**src/hdl/bitv_pkg.sv**
```systemverilog
`timescale 1ns / 1ps

package bitv_pkg;

   localparam int unsigned WORD_W  = 32;
   localparam int unsigned COUNT_W = 13;
   localparam int unsigned FAULT_W = 4;
   localparam int unsigned SLOT_W  = 18;
   localparam int unsigned INDEX_W = 3;
   localparam int unsigned RSP_W   = 40;

   typedef logic [WORD_W-1:0]  word_type;
   typedef logic [COUNT_W-1:0] count_type;
   typedef logic [FAULT_W-1:0] fault_type;
   typedef logic [SLOT_W-1:0]  slot_type;
   typedef logic [INDEX_W-1:0] index_type;
   typedef logic [RSP_W-1:0]   rsp_type;
   typedef word_type crc_cols_type [WORD_W];

   localparam word_type  MAX_IMAGE_BYTES = 32'd16384;
   localparam word_type  CRC_POLY  = 32'hEDB8_8320;
   localparam word_type  ALL_ONES  = 32'hFFFF_FFFF;
   localparam word_type  SIG_WORD  = 32'h4C42_424E;
   localparam word_type  SRAM_LO   = 32'h2000_0000;
   localparam word_type  SRAM_HI   = 32'h2000_4000;
   localparam word_type  SLOT_SIZE = 32'h0000_4000;
   localparam word_type  SLOT_BASE = 32'h0003_C000;
   localparam word_type  SLOT_END  = SLOT_BASE + SLOT_SIZE;
   localparam count_type COUNT_MAX = {COUNT_W{1'b1}};

   localparam fault_type F_OK     = 4'd0;
   localparam fault_type F_MAGIC  = 4'd1;
   localparam fault_type F_COMPL  = 4'd2;
   localparam fault_type F_LENGTH = 4'd3;
   localparam fault_type F_SLOT   = 4'd4;
   localparam fault_type F_CRC    = 4'd5;
   localparam fault_type F_STACK  = 4'd6;
   localparam fault_type F_THUMB  = 4'd7;
   localparam fault_type F_VECTOR = 4'd8;
   localparam fault_type F_COUNT  = 4'd9;

   localparam index_type REG_MAGIC  = 3'd0;
   localparam index_type REG_LENGTH = 3'd1;
   localparam index_type REG_COMPL  = 3'd2;
   localparam index_type REG_CRC    = 3'd3;
   localparam index_type REG_ROOM   = 3'd4;

   // column j: CRC image of a lone one in bit j after 32 shift steps
   function automatic crc_cols_type crc_columns();
      crc_cols_type cols;
      word_type     c;
      for (int j = 0; j < WORD_W; j++) begin
         c = word_type'(1) << j;
         for (int k = 0; k < WORD_W; k++) begin
            c = c[0] ? ((c >> 1) ^ CRC_POLY) : (c >> 1);
         end
         cols[j] = c;
      end
      return cols;
   endfunction

   localparam crc_cols_type CRC_COLS = crc_columns();

   function automatic word_type crc_fold(word_type crc, word_type w);
      word_type x;
      word_type acc;
      x   = crc ^ w;
      acc = '0;
      for (int j = 0; j < WORD_W; j++) begin
         if (x[j]) begin
            acc = acc ^ CRC_COLS[j];
         end
      end
      return acc;
   endfunction

endpackage

```
**src/hdl/boot_image_trailer_verifier_unit.sv**
```systemverilog
`timescale 1ns / 1ps

// Boot image trailer verifier.
// Load the trailer through the csr_ port (index 0 magic, 1 length, 2 length
// complement, 3 expected CRC, 4 slot room) while the block is idle.
// Stream the image on req_: req_tdata carries one 32-bit image word, bytes
// little-endian, and req_tlast marks the final word. Every word is folded
// into a reflected CRC-32; word 0 is checked as a stack pointer, word 1 as
// a thumb reset vector.
// On the final word one result word leaves on rsp_: pass flag, fault code
// and the inverted CRC. Other words give no result.
// A word accepted on req_ sits in the input register; the result of a final
// word is then loaded into the output register. Throughput is one word per
// cycle while no final word is held, set by the combinational parallel CRC update.
// When rsp_tready is low and a result waits, a final word in the input
// register holds and req_tready drops; non-final words keep flowing.
// Reset (synchronous, active high) clears the trailer registers to zero,
// presets the CRC to all ones and empties both registers.

module boot_image_trailer_verifier_unit (
   input  logic                     clock,
   input  logic                     reset,
   input  logic                     csr_wr_en,
   input  bitv_pkg::index_type      csr_index,
   input  bitv_pkg::word_type       csr_wdata,
   input  logic                     req_tvalid,
   output logic                     req_tready,
   input  bitv_pkg::word_type       req_tdata,   // [31:0] image_word
   input  logic                     req_tlast,   // last_word
   output logic                     rsp_tvalid,
   input  logic                     rsp_tready,
   output bitv_pkg::rsp_type        rsp_tdata    // [0] image_ok, [4:1] fault_code,
                                                 // [36:5] computed_crc, [39:37] zero
);
   import bitv_pkg::*;

   word_type  magic_ff, length_ff, compl_ff, exp_crc_ff;
   slot_type  room_ff;

   logic      s1_valid_ff, s1_valid_in;
   word_type  s1_word_ff, s1_word_in;
   logic      s1_last_ff, s1_last_in;

   word_type  crc_ff, crc_in;
   count_type words_ff, words_in;
   fault_type fault_ff, fault_in;

   logic      rsp_valid_ff, rsp_valid_in;
   rsp_type   rsp_data_ff, rsp_data_in;

   logic      s1_fire;
   word_type  crc_next;
   word_type  crc_out;
   count_type words_next;
   fault_type vf;
   fault_type ff_next;
   fault_type code;
   word_type  vec_addr;

   always_ff @(posedge clock) begin
      if (reset) begin
         magic_ff   <= '0;
         length_ff  <= '0;
         compl_ff   <= '0;
         exp_crc_ff <= '0;
         room_ff    <= '0;
      end else if (csr_wr_en) begin
         case (csr_index)
            REG_MAGIC:  magic_ff   <= csr_wdata;
            REG_LENGTH: length_ff  <= csr_wdata;
            REG_COMPL:  compl_ff   <= csr_wdata;
            REG_CRC:    exp_crc_ff <= csr_wdata;
            REG_ROOM:   room_ff    <= csr_wdata[SLOT_W-1:0];
            default:    ;
         endcase
      end
   end

   assign s1_fire    = s1_valid_ff && (!s1_last_ff || !rsp_valid_ff || rsp_tready);
   assign req_tready = !s1_valid_ff || s1_fire;

   always_comb begin
      s1_valid_in = s1_valid_ff;
      s1_word_in  = s1_word_ff;
      s1_last_in  = s1_last_ff;
      if (req_tready) begin
         s1_valid_in = req_tvalid;
         s1_word_in  = req_tdata;
         s1_last_in  = req_tlast;
      end
   end

   always_comb begin
      crc_next   = crc_fold(crc_ff, s1_word_ff);
      crc_out    = crc_next ^ ALL_ONES;
      words_next = (words_ff == COUNT_MAX) ? words_ff : words_ff + count_type'(1);
      vec_addr   = {s1_word_ff[WORD_W-1:1], 1'b0};

      vf = F_OK;
      if (words_ff == count_type'(0)) begin
         if (s1_word_ff < SRAM_LO || s1_word_ff > SRAM_HI) begin
            vf = F_STACK;
         end
      end else if (words_ff == count_type'(1)) begin
         if (!s1_word_ff[0]) begin
            vf = F_THUMB;
         end else if (vec_addr < SLOT_BASE || vec_addr >= SLOT_END) begin
            vf = F_VECTOR;
         end
      end

      ff_next = (fault_ff == F_OK) ? vf : fault_ff;
      if (s1_last_ff && ff_next == F_OK && words_next < count_type'(2)) begin
         ff_next = F_VECTOR;
      end

      if (magic_ff != SIG_WORD) begin
         code = F_MAGIC;
      end else if ((length_ff ^ ALL_ONES) != compl_ff) begin
         code = F_COMPL;
      end else if (length_ff == '0 || length_ff > MAX_IMAGE_BYTES
                   || length_ff[1:0] != 2'b00) begin
         code = F_LENGTH;
      end else if (length_ff > {{(WORD_W-SLOT_W){1'b0}}, room_ff}) begin
         code = F_SLOT;
      end else if (words_next == COUNT_MAX
                   || {{(WORD_W-COUNT_W){1'b0}}, words_next} != (length_ff >> 2)) begin
         code = F_COUNT;
      end else if (crc_out != exp_crc_ff) begin
         code = F_CRC;
      end else begin
         code = ff_next;
      end
   end

   always_comb begin
      crc_in       = crc_ff;
      words_in     = words_ff;
      fault_in     = fault_ff;
      rsp_valid_in = rsp_valid_ff && !rsp_tready;
      rsp_data_in  = rsp_data_ff;
      if (s1_fire) begin
         if (s1_last_ff) begin
            crc_in       = ALL_ONES;
            words_in     = '0;
            fault_in     = F_OK;
            rsp_valid_in = 1'b1;
            rsp_data_in  = {3'b000, crc_out, code, (code == F_OK)};
         end else begin
            crc_in   = crc_next;
            words_in = words_next;
            fault_in = ff_next;
         end
      end
   end

   always_ff @(posedge clock) begin
      if (reset) begin
         s1_valid_ff  <= 1'b0;
         rsp_valid_ff <= 1'b0;
         crc_ff       <= ALL_ONES;
         words_ff     <= '0;
         fault_ff     <= F_OK;
      end else begin
         s1_valid_ff  <= s1_valid_in;
         rsp_valid_ff <= rsp_valid_in;
         crc_ff       <= crc_in;
         words_ff     <= words_in;
         fault_ff     <= fault_in;
      end
   end

   always_ff @(posedge clock) begin
      s1_word_ff  <= s1_word_in;
      s1_last_ff  <= s1_last_in;
      rsp_data_ff <= rsp_data_in;
   end

   assign rsp_tvalid = rsp_valid_ff;
   assign rsp_tdata  = rsp_data_ff;

   a_ok_matches_code: assert property (@(posedge clock) disable iff (reset)
      rsp_valid_ff |-> (rsp_data_ff[0] == (rsp_data_ff[4:1] == F_OK)))
      else $error("pass flag disagrees with fault code");

   a_clear_after_last: assert property (@(posedge clock) disable iff (reset)
      (s1_fire && s1_last_ff) |=>
         (crc_ff == ALL_ONES && words_ff == '0 && fault_ff == F_OK))
      else $error("stream state not cleared after final word");

   a_result_loaded: assert property (@(posedge clock) disable iff (reset)
      (s1_fire && s1_last_ff) |=> rsp_valid_ff)
      else $error("final word gave no result");

   a_no_fault_before_word: assert property (@(posedge clock) disable iff (reset)
      (words_ff == '0) |-> (fault_ff == F_OK))
      else $error("vector fault recorded with no word seen");

endmodule
```
**config.mk**
```make
export PLATFORM = sky130hd
export DESIGN_NAME = boot_image_trailer_verifier_unit
export DESIGN_NICKNAME = d
export VERILOG_FILES = /design/src/hdl/bitv_pkg.sv /design/src/hdl/boot_image_trailer_verifier_unit.sv
export SDC_FILE = /design/constraint.sdc
export NUM_CORES = 1
export LEC_CHECK = 0
export BUFFER_PORTS_ARGS = -buffer_cell sky130_fd_sc_hd__buf_4
export CORE_UTILIZATION = 45
export CTS_BUF_LIST = sky130_fd_sc_hd__clkbuf_8
export DETAILED_ROUTE_END_ITERATION = 12
export GPL_ROUTABILITY_DRIVEN = 0
export PLACE_DENSITY = 0.73
export RECOVER_POWER = 100
export SETUP_SLACK_MARGIN = 0.05
export SYNTH_ARGS = -nofsm -noshare
export SYNTH_HDL_FRONTEND = slang
export SYNTH_SLANG_ARGS = --single-unit
export TNS_END_PERCENT = 100
```
**constraint.sdc**
```tcl
create_clock -name clock -period 8.77 [get_ports clock]
set_input_delay 1.754 -clock clock [delete_from_list [all_inputs] [get_ports clock]]
set_output_delay 1.754 -clock clock [all_outputs]
set_load 0.05 [all_outputs]
```
# After elaboration in Yosys (flattened, before gate mapping)
# Index checks and enable logic that the tools add are counted.
[classes]
magnitude_cmp = 7
eq_ne = 11
n_reduce_logical = 29
bitwise = 34
n_mux = 51
addsub = 1
[ops]
columns = ["cell", "n"]
rows = [
  ["$mux 32", 14],
  ["$mux 31", 6],
  ["$mux 30", 4],
  ["$not 13->13", 9],
  ["$mux 29", 3],
  ["$not 14->14", 6],
  ["$ne 32x32->1", 2],
  ["$not 32->32", 2],
  ["$not 15->15", 4],
  ["$mux 28", 2],
  ["$mux 27", 2],
  ["$mux 4", 13],
  ["$not 12->12", 4],
  ["$not 16->16", 3],
  ["$ge 32x19->1 const B", 1],
  ["$gt 32x15->1 const B", 1],
  ["$gt 32x18->1", 1],
  ["$gt 32x30->1 const B", 1],
  ["$logic_not 32->1", 1],
  ["$lt 32x18->1 const B", 1],
  ["$lt 32x30->1 const B", 1],
  ["$ne 32x31->1 const B", 1],
  ["$xor 32x32->32", 1],
  ["$ne 13x30->1", 1],
  ["other kinds (24)", 49],
]
[totals]
in_bits = 73
wordCells = 146
register_bits = 267
output_inout_bits = 42

# Logic depth before layout (Yosys ltp)
# Gate-level depths: netlist of the first run.
[logic_depth]
ltp_word = 73
depth_mapped = 12
depth_no_buf = 12

# Least setup slack after synthesis of the first run
# OpenSTA, ideal clock, no wires.
[synth_timing]
path_type = "input to output"
startpoint = "input rsp_tready"
endpoint = "output req_tready"
path_buffers = 0
setup_slack_ns = 3.948
arrival_time_ns = 3.068
cell_stages = 2
required_time_ns = 7.016
cell_sequence = "nor2b_1 nand3_1"
[synth_via]
elab_chain_cells = 3
[synth_rtl]
columns = ["item", "line_no", "source"]
rows = [
  ["start: declaration", "boot_image_trailer_verifier_unit.sv:31", "input logic rsp_tready,"],
  ["$logic_or 1x1->1", "boot_image_trailer_verifier_unit.sv:79", "assign s1_fire = s1_valid_ff && (!s1_last_ff || !rsp_valid_ff || rsp_tready);"],
  ["$logic_and 1x1->1", "boot_image_trailer_verifier_unit.sv:79", ""],
  ["$logic_or 1x1->1", "boot_image_trailer_verifier_unit.sv:80", "assign req_tready = !s1_valid_ff || s1_fire;"],
  ["end: declaration", "boot_image_trailer_verifier_unit.sv:27", "output logic req_tready,"],
]
# Every way passes these cells.

# Final worst setup path of the first run
# Ends and elaborated chain as after synthesis.

==> flow_metrics.env, run 1 <==
export IMPL_status="finished with violations"
export IMPL_violations="capacitance limit, slew limit"
export IMPL_synth_edf_count=70
export IMPL_yosysMostFrequentCell="nand2_1"
export IMPL_tritoncts="done"
export IMPL_grt_antenna_before_repair=0
export IMPL_ys_seq_elements=267
export IMPL_via_per_inst=5.56
export IMPL_setup_viol=0
export IMPL_cts_buffers=44
export IMPL_fillers=2996
export IMPL_hold_buffers=0
export IMPL_clk_insertion_delay_late_ps=560
export IMPL_initial_utilization=0.460
export IMPL_cts_root_buf="clkbuf_8"
export IMPL_hold_class="register to register"
export IMPL_cp_start_kind="input port"
export IMPL_layout_nets=1746
export IMPL_diodes=0
export IMPL_grt_pass1_vias=11200
export IMPL_syn_to_final_growth_pct=11.7
export IMPL_wl_per_cell_um=19.2
export IMPL_synth_top_area_frac=0.263
export IMPL_die_height_um=185
export IMPL_core_um2=32600
export IMPL_fin_crit_ps=5730
export IMPL_synthFlopType="dfxtp_1"
export IMPL_worst_ep_required_time_ps=7020
export IMPL_slew_viol_final=393
export IMPL_ys_types=73
export IMPL_cts_htree_levels=2
export IMPL_crit_path_max_fanout=35
export IMPL_drtPass1Iterations=5
export IMPL_r2r_end="rsp_tdata[4]$_DFFE_PP_"
export IMPL_ioPinCount=115
export IMPL_rows=66
export IMPL_utilization=0.513
export IMPL_post_cts_resized=0
export IMPL_drc=0
export IMPL_reg2reg_slack_ps=3840
export IMPL_tightest_slew_ps=4440
export IMPL_fin_cells=2125
export IMPL_ys_seq_area_frac=0.403
export IMPL_whs_path_depth=2
export IMPL_yosys_warnings=0
export IMPL_slew_headroom=-1.96
export IMPL_grt_max_degree=102
export IMPL_overflow=0
export IMPL_antenna_left=0
export IMPL_synth_largest_area_cell="dfxtp_1"
export IMPL_cts_sinks=267
export IMPL_clk_pin_slew_ps=60
export IMPL_yosys_top_cells_count="nand2_1, dfxtp_1, a21oi_1, xnor2_1, clkbuf_1"
export IMPL_r2r_start="s1_word_ff[0]$_DFFE_PP_"
export IMPL_cp_endpoint="req_tready"
export IMPL_routed_wl_um=40800
export IMPL_dieArea_um2=34000
export IMPL_clock_skew_ps=22.6
export IMPL_finalHoldViolCount=0
export IMPL_die_w_um=185
export IMPL_max_freq_mhz=174
export IMPL_io_buffers=111
export IMPL_worstSetupPathType="input port to primary output"
export IMPL_avgSynthCellArea_um2=9.59
export IMPL_layout_worst_path_cycle_share=0.653
export IMPL_rsz0062_at_grt="false"
export IMPL_netlist_area_um2=15000
export IMPL_drv_cap=8
export IMPL_critPathArrivalTime_ps=3980
export IMPL_regArea_um2=6050
export IMPL_cts_setup_buffers=0
export IMPL_fin_setup_tns_ps=0
export IMPL_clockBufferDepth=3
export IMPL_hpwl_um=30200
export IMPL_track_usage=0.240
export IMPL_synth_async_reset_ratio=0
export IMPL_grt_pass1_wl_um=62500
export IMPL_dp_cells=2048
export IMPL_reg2reg_depth=10
export IMPL_synth_area_leaders="dfxtp_1, edfxtp_1, nand2_1"
export IMPL_drt_initial_drc_count=1245
export IMPL_drive_gt1_frac=0.105
export IMPL_multiInputGateArea_um2=8480
export IMPL_worstSetupStartpoint="rsp_tready"
export IMPL_vias=11800
export IMPL_crit_path_end_kind="primary output"
export IMPL_postSynthCellCount=1563
==> cell usage in the layout, fill, tap and decap left out, types with 29 or more instances in the layout <==
cell,netlist,layout
o211ai_1,34,34
inv_1,34,49
clkbuf_1,74,48
nor2_1,50,47
edfxtp_1,70,70
a21oi_1,178,178
xnor2_1,147,148
nand4_1,30,30
buf_4,3,39
clkbuf_4,0,31
xor2_1,60,62
nor4_1,28,29
dfxtp_1,197,197
nand2_1,360,359
xnor3_1,59,60
clkbuf_8,0,48
==> logic make-up after synthesis <==
kind of cell,Yosys count,share of synthesized area
AO/OA/AOI/OAI,274,0.106
XOR/XNOR,304,0.263
adder cells (fa/ha/maj),21,0.0175
buffers and inverters,111,0.0285
flip-flops,267,0.403
multiplexers,1,0.000751
other,1,0.000250
AND/OR/NAND/NOR,584,0.182
==> final cells by class <==
| type | count | area share |
|---|---|---|
| Sequential cell | 267 | 0.361 |
| Multi-Input combinational cell | 1187 | 0.507 |
| Clock buffer | 48 | 0.0395 |
| Clock inverter | 29 | 0.0100 |
| Timing Repair Buffer | 118 | 0.0422 |
| Tap cell | 442 | 0.0330 |
| Inverter | 34 | 0.00762 |
==> metrics by stage <==
stage | instance area (um^2) | setup WS (ps) | hold WS, ps
4_1_cts | 17000 | 4240 | 455
5_1_grt | 16700 | 2700 | 472
2_1_floorplan | 15000 | 3950 | 431
3_5_place_dp | 16200 | 4240 | 447
6_report | 16700 | 3040 | 454
3_3_place_gp | 16200 | 4260 | 440
==> how the worst min path moves through the flow <==
stage,from,end,slack [ps]
after global placement,magic_ff[6]$_SDFFE_PP0P_,magic_ff[6]$_SDFFE_PP0P_,440
final,magic_ff[22]$_SDFFE_PP0P_,magic_ff[22]$_SDFFE_PP0P_,450
after CTS,magic_ff[22]$_SDFFE_PP0P_,magic_ff[22]$_SDFFE_PP0P_,460
after detailed placement,magic_ff[22]$_SDFFE_PP0P_,magic_ff[22]$_SDFFE_PP0P_,450
after global routing,magic_ff[5]$_SDFFE_PP0P_,magic_ff[5]$_SDFFE_PP0P_,470
after floorplan,magic_ff[3]$_SDFFE_PP0P_,magic_ff[3]$_SDFFE_PP0P_,430
==> worst max-delay path, cell delays in order <==
cell and delay (ps):
clkbuf_4 100, nor2b_1 60, nand3_2 80, clkbuf_1 1400, clkbuf_1 550
==> metal layers <==
metal / vias up / track usage / share of wire
met4: 0 / 0.0977 / 0.038
met1: 5603 / 0.313 / 0.41
met2: 504 / 0.396 / 0.47
met5: - / 0 / 0
met3: 113 / 0.0371 / 0.083
li1: 5601 / - / -
==> sequential cells by signal (all words and copies together) (netlist names) <==
signal       flops
length_ff       32
crc_ff          32
magic_ff        32
s1_word_ff      32
room_ff         18
s1_last_ff       1
words_ff        13
fault_ff         4
rsp_tvalid       1
compl_ff        32
s1_valid_ff      1
rsp_tdata       37
exp_crc_ff      32
Power of run 1 is not shown: default switching activity piles up to over one toggle a cycle in this logic, so the estimate is an artifact.
==> run 2: changes to the inputs <==
==> constraint.sdc (replaced) <==
create_clock -name clock -period 5.3 [get_ports clock]
set_input_delay 1.06 -clock clock [delete_from_list [all_inputs] [get_ports clock]]
set_output_delay 1.06 -clock clock [all_outputs]
set_load 0.05 [all_outputs]
==> run 2 against run 1 <==
  * The run still ends with capacitance limit, slew limit left
  * Cell count increased by 0.80%
  * Critical endpoint is now rsp_tdata[3]$_DFFE_PP_
  * Critical path depth up 5
  * Global-route usage up 1.0 points
  * Die area unchanged
  * Largest cell class unchanged
  * Clock-buffer cell count grew 9
  * Via count up 0.53%
  * Hold slack worse by 2.4 ps
==> flow_metrics.env, run 2 (synthesis gave the netlist of run 1 again) <==
export IMPL_status="finished with violations"
export IMPL_violations="capacitance limit, slew limit"
export IMPL_clk_insertion_delay_late_ps=590
export IMPL_drtPass1Iterations=5
export IMPL_crit_path_max_fanout=7
export IMPL_tritoncts="done"
export IMPL_largest_reg_flops=37
export IMPL_grt_pass1_wl_um=65300
export IMPL_clock_skew_ps=38.8
export IMPL_syn_to_final_growth_pct=13.1
export IMPL_setup_viol=0
export IMPL_finalHoldViolCount=0
export IMPL_tightest_slew_ps=2070
export IMPL_slew_headroom=-0.379
export IMPL_cts_htree_levels=2
export IMPL_io_buffers=111
export IMPL_crit_path_end_kind="register"
export IMPL_worstSetupPathType="register to register"
export IMPL_rows=66
export IMPL_initial_utilization=0.460
export IMPL_final_cell_mix="nand2_1, dfxtp_1, a21oi_1"
export IMPL_ioPinCount=115
export IMPL_post_cts_resized=0
export IMPL_drc=0
export IMPL_via_per_inst=5.55
export IMPL_core_um2=32600
export IMPL_routed_wl_um=42100
export IMPL_die_height_um=185
export IMPL_layout_worst_path_cycle_share=0.885
export IMPL_vias=11900
export IMPL_cp_start_kind="register"
export IMPL_cts_buffers=47
export IMPL_fin_setup_tns_ps=0
export IMPL_cts_setup_buffers=0
export IMPL_drt_initial_drc_count=1195
export IMPL_hpwl_um=31200
export IMPL_drive_gt1_frac=0.111
export IMPL_rsz0062_at_grt="false"
export IMPL_slew_viol_final=207
export IMPL_fin_crit_ps=4690
export IMPL_hold_class="register to register"
export IMPL_hold_buffers=0
export IMPL_dieArea_um2=34000
export IMPL_clockBufferDepth=3
export IMPL_track_usage=0.250
export IMPL_layout_nets=1756
export IMPL_worst_ep_required_time_ps=5610
export IMPL_grt_pass1_vias=11600
export IMPL_max_freq_mhz=213
export IMPL_grt_max_degree=98
export IMPL_diodes=0
export IMPL_die_w_um=185
export IMPL_critPathArrivalTime_ps=5000
export IMPL_overflow=0
export IMPL_grt_antenna_before_repair=0
export IMPL_clk_pin_slew_ps=60
export IMPL_antenna_left=0
export IMPL_drv_cap=6
export IMPL_cts_sinks=267
export IMPL_cts_root_buf="clkbuf_8"
export IMPL_layout_commonest_cell="nand2_1"
export IMPL_wl_per_cell_um=19.6
[run 2: cell types whose count changed in the layout (fill, tap and decap cells not counted), sizes merged]
cell and delta:
clkbuf +8, inv +3, clkinv -3, buf +8, clkinvlp +1
[run 2: final timing paths]
kind | start | end | slack [ps] | cells after the start
worst min-delay path | room_ff[15]$_SDFFE_PP0P_ | room_ff[15]$_SDFFE_PP0P_ | 450 | 2
worst max-delay path | s1_word_ff[26]$_DFFE_PP_ | rsp_tdata[3]$_DFFE_PP_ | 610 | 10
worst min register to register | room_ff[15]$_SDFFE_PP0P_ | room_ff[15]$_SDFFE_PP0P_ | 450 | 2
worst max register to register | s1_word_ff[26]$_DFFE_PP_ | rsp_tdata[3]$_DFFE_PP_ | 610 | 10
[run 2: area by class of cell]
cell class,instances,area (um^2)
clock buffer,57,785
fill,2968,15700
tap,442,553
timing repair buffer,125,769
clock inverter,30,161
sequential,267,6050
inverter,34,128
multi-input combinational,1187,8510
[run 2: metrics by stage]
stage	instance area, um^2	utilization	setup WS, ps	cells	hold slack (ps)
after floorplan	15000	-	1730	1565	431
after global placement	16200	0.497	898	2055	438
after detailed placement	16200	0.497	905	2055	447
after CTS	17200	0.526	893	2142	455
after global routing	17000	0.520	415	2142	475
final	17000	0.520	611	2142	452
[run 2: worst max-delay path, stage by stage (launching register included)]
cell and delay [ps]:
edfxtp_1 420, xor2_1 840, xnor3_1 610, xnor3_1 400, xnor2_1 170, xnor2_1 490
xor2_1 210, or4b_1 570, nor4_4 400, a31oi_1 130, o21a_1 180
[run 2: per-layer routing]
metal	part of all wire	wire length [um]	GRT usage
met1	0.42	17600	0.324
met3	0.075	3140	0.0413
met5	0	0	0
met2	0.47	19800	0.417
met4	0.036	1500	0.0933
Power of run 2 is left out for the same reason.
